--- src/tos_ram.sv ---
module tos_ram #(
  parameter int WIDTH = 8,
  parameter int DEPTH = 64
) (
  input  logic                     clk_i,
  input  logic                     we_i,
  input  logic [$clog2(DEPTH)-1:0] waddr_i,
  input  logic [WIDTH-1:0]         wdata_i,
  input  logic                     re_i,
  input  logic [$clog2(DEPTH)-1:0] raddr_i,
  output logic [WIDTH-1:0]         rdata_o
);

  logic [WIDTH-1:0] mem [DEPTH];

  always_ff @(posedge clk_i) begin
    if (we_i) begin
      mem[waddr_i] <= wdata_i;
    end
    if (re_i) begin
      rdata_o <= mem[raddr_i];
    end
  end

endmodule

--- config.mk ---
export PLATFORM = sky130hd
export DESIGN_NAME = tos_ram
export DESIGN_NICKNAME = d
export VERILOG_FILES = /design/src/tos_ram.sv
export SDC_FILE = /design/constraint.sdc
export NUM_CORES = 1
export LEC_CHECK = 0
export ABC_AREA = 0
export BUFFER_PORTS_ARGS = -buffer_cell sky130_fd_sc_hd__buf_4
export CORE_AREA = 2 2 228 230
export CTS_CLUSTER_SIZE = 30
export DETAILED_ROUTE_END_ITERATION = 10
export DIE_AREA = 0 0 230 232
export SYNTH_ARGS = -nofsm -noshare
export SYNTH_HDL_FRONTEND = slang
export SYNTH_SLANG_ARGS = --single-unit
--- constraint.sdc ---
create_clock -name clk_i -period 3.35 [get_ports clk_i]
set_clock_uncertainty 0.1 [all_clocks]
set_input_delay 0.67 -clock clk_i [delete_from_list [all_inputs] [get_ports clk_i]]
set_output_delay 0.67 -clock clk_i [all_outputs]
set_load 0.01 [all_outputs]
==> reports/results.ini <==
[logic_synthesis]
synth_seq_cells = 520
postSynthCellCount = 940
synth.top_cell.area_share_pct = 77.12
async_reset_ff_share_pct = 0
syn_area_per_cell_um2 = 21.54
synth.distinct_cells = 39
synth_area_leaders = edfxtp_1 (77%), mux4_2 (14%), nor2_1 (1.5%)
synth_edf_count = 520
syn_nets = 963
ys_top_cells_by_count = edfxtp_1 (520), mux4_2 (126), nor2_1 (83)
synth_top_flop_cell = edfxtp_1
yosysTopAreaCell = edfxtp_1
synth.most_common_cell = edfxtp_1
yosysWarnings = 0
netlist_area_um2 = 20250
seq_area_frac_synth_pct = 77.12

[sta]
fmax_mhz = 399.2
setup_tns_ps = 0
timing.final.ws_setup_ps = 844.7
min_period_ps = 2505
setup_viol = 0
max-slew-margin-rel_pct = 50.97
rsz0062_at_grt = false
tightest_slew_ps = 735.5
slew_viol_final = 0
finalCritPeriodShare_pct = 74.78
finalHoldViolations = 0

[routing]
first_pass_iters = 5
via_per_inst = 5.431
drt_wl_total_mm = 45.23
wire_per_inst_um = 25.15
drt_iter0_drc = 928
drc = 0
vias = 9765
final_antenna_net_count = 0

[finish]
fillers = 4267
syn_to_final_growth_pct = 16.12
multiInputGateArea_um2 = 4315
drive_above_1_share_pct = 30.68
antennaDiodeCount = 0
nNetsFinal = 1098
seq_area_um2 = 15620

[placement]
place_hpwl_mm = 28.22
port-buffer-count = 30
pre_cts_ws_ps = 262.4
gp_congestion = 0.7872

[floorplan]
die_w_um = 230
ios = 31
start_util_pct = 39.79
placeableCoreArea_um2 = 50890
chipHeight_um = 232
die_area_um2 = 53360
row_count = 83

[setup_path]
worstPathRequired_ps = 3590
r2r_slack_ps = 1090
worst_path_largest_cell_delay_ps = 500
cp.arrival_ps = 2740
crit_type = input pin to flip-flop
critPathTopFamily = multiplexers
crit_path_start_kind = input pin
crit_chain = clkbuf_8 > buf_12 > buf_12 > mux4_2 > mux4_2 > nor2_1 > nor3_1 > o2bb2ai_1
worstSetupEndpointType = flip-flop
cp_max_fo = 18
crit_slowest_cell = mux4_2
cp_num_buf_inv = 3

[clocking]
root_buffer = clkbuf_16
holdBufCountCts = 0
cts_tree = done
post_cts_buffers = 0
cts_resized = 0
clock_latency_ps = 590
numCtsBuffers = 51
htree_num_levels = 2
clk_pin_slew_worst_paths_ps = 60
cts_sinks = 520
clockBufferDepth = 3

[power_and_ir_drop]
finalPower_w = 0.01340
power_density_nw_per_um2 = 570.1
power_frac_clock_pct = 40.8
p_seq_share_pct = 54.0
internal-power_w = 0.01061
power_frac_comb_pct = 5.3
swShare_pct = 20.87
switching_power_w = 0.002798
leakagePower_nw = 7.464
ir_drop_uv = 371.1

[run_status]
status = completed

[grt]
grt_pass1_wl_mm = 67.20
antenna_found_initial = 0
grt_pass1_vias = 9989
grt_usage_pct = 17.33
grt_remaining_overflow = 0
grt_max_degree = 65

[min_path]
hp-class = input pin to flip-flop

[job]
drv_cap = 0

-- metal layers --
layer | global-route usage [%] | up-vias | wire length, um
met3 | 3.647 | 76 | 2971
li1 | - | 4216 | -
met2 | 27.97 | 334 | 22230
met4 | 5.585 | 0 | 1215
met5 | 0 | - | 0
met1 | 23.68 | 5139 | 18810
-- worst register-to-register path: stages (launching register included) --
cell	delay (ps)
edfxtp_1	370
mux4_2	460
mux2_2	280
o221a_2	290
nor3_1	350
o32ai_1	150
-- cells in the final DEF, fill, tap and decap left out, types with 2 or more instances in the layout --
cell type / count
buf_4: 121
nand2_1: 19
o41ai_1: 2
mux2_2: 13
inv_6: 3
mux2i_1: 23
o2bb2ai_1: 3
a2111oi_0: 2
a22oi_1: 3
o22ai_1: 8
o32ai_1: 2
o221ai_1: 8
clkinv_1: 18
clkinvlp_4: 3
a221oi_1: 6
o221a_2: 2
o21ai_1: 2
a211oi_1: 4
o21a_1: 2
nor2b_1: 14
nand3_1: 13
a21oi_1: 3
buf_12: 11
clkinv_2: 8
nand3b_1: 3
clkbuf_1: 9
o2111ai_1: 3
clkbuf_16: 51
nand2b_1: 7
nand4_1: 2
edfxtp_1: 520
nor2_1: 83
mux4_2: 126
o21ai_0: 2
bufinv_16: 4
nor3_1: 7
nor4_1: 2
-- cell type report --
cell class / count / area share [%]
timing repair buffer: 133 / 4.859
multi-input combinational: 369 / 18.36
tap: 680 / 3.619
sequential: 520 / 66.42
clock inverter: 36 / 1.176
clock buffer: 60 / 5.572
-- cells by family after synthesis --
logic type | after synthesis | synth area share, %
and+or+nand+nor | 153 | 3.374
DFF | 520 | 77.12
buffers and inverters | 51 | 1.563
muxes | 162 | 15.88
AOI/OAI and AO/OA | 54 | 2.064
-- power groups by stage --
| stage | Clock, W | Sequential, W | Combinational [W] |
|---|---|---|---|
| 4_1_cts | 0.00558 | 0.00723 | 0.000720 |
| 3_3_place_gp | 0 | 0.00737 | 0.000708 |
| 2_1_floorplan | 0 | 0.00737 | 0.000384 |
| 5_1_grt | 0.00583 | 0.00723 | 0.000758 |
| 6_report | 0.00546 | 0.00723 | 0.000706 |
| 3_5_place_dp | 0 | 0.00737 | 0.000719 |
-- stage by stage --
stage               hold WS, ps  std cells  util [%]  cell area (um^2)
floorplan                 668.9        940         -             20250
global placement          782.8       1702     43.08             21920
detailed placement        775.0       1702     43.08             21920
CTS                       282.2       1798     46.20             23510
global route              298.1       1798     46.20             23510
finish                    318.1       1798     46.20             23510
-- final timing paths --
check / from / end / cells past startpoint
max: raddr_i[0] / rdata_o[2] / 8
min: re_i / rdata_o[1] / 1
max reg2reg: mem[21][6] / rdata_o[6] / 5
min reg2reg: mem[23][1] / rdata_o[1] / 4
-- registers in the layout, summed over array words and instances, names as in the netlist --
| signal | flops |
|---|---|
| mem | 512 |
| rdata_o | 8 |
Note: power is estimated with default switching activity, not from simulation.
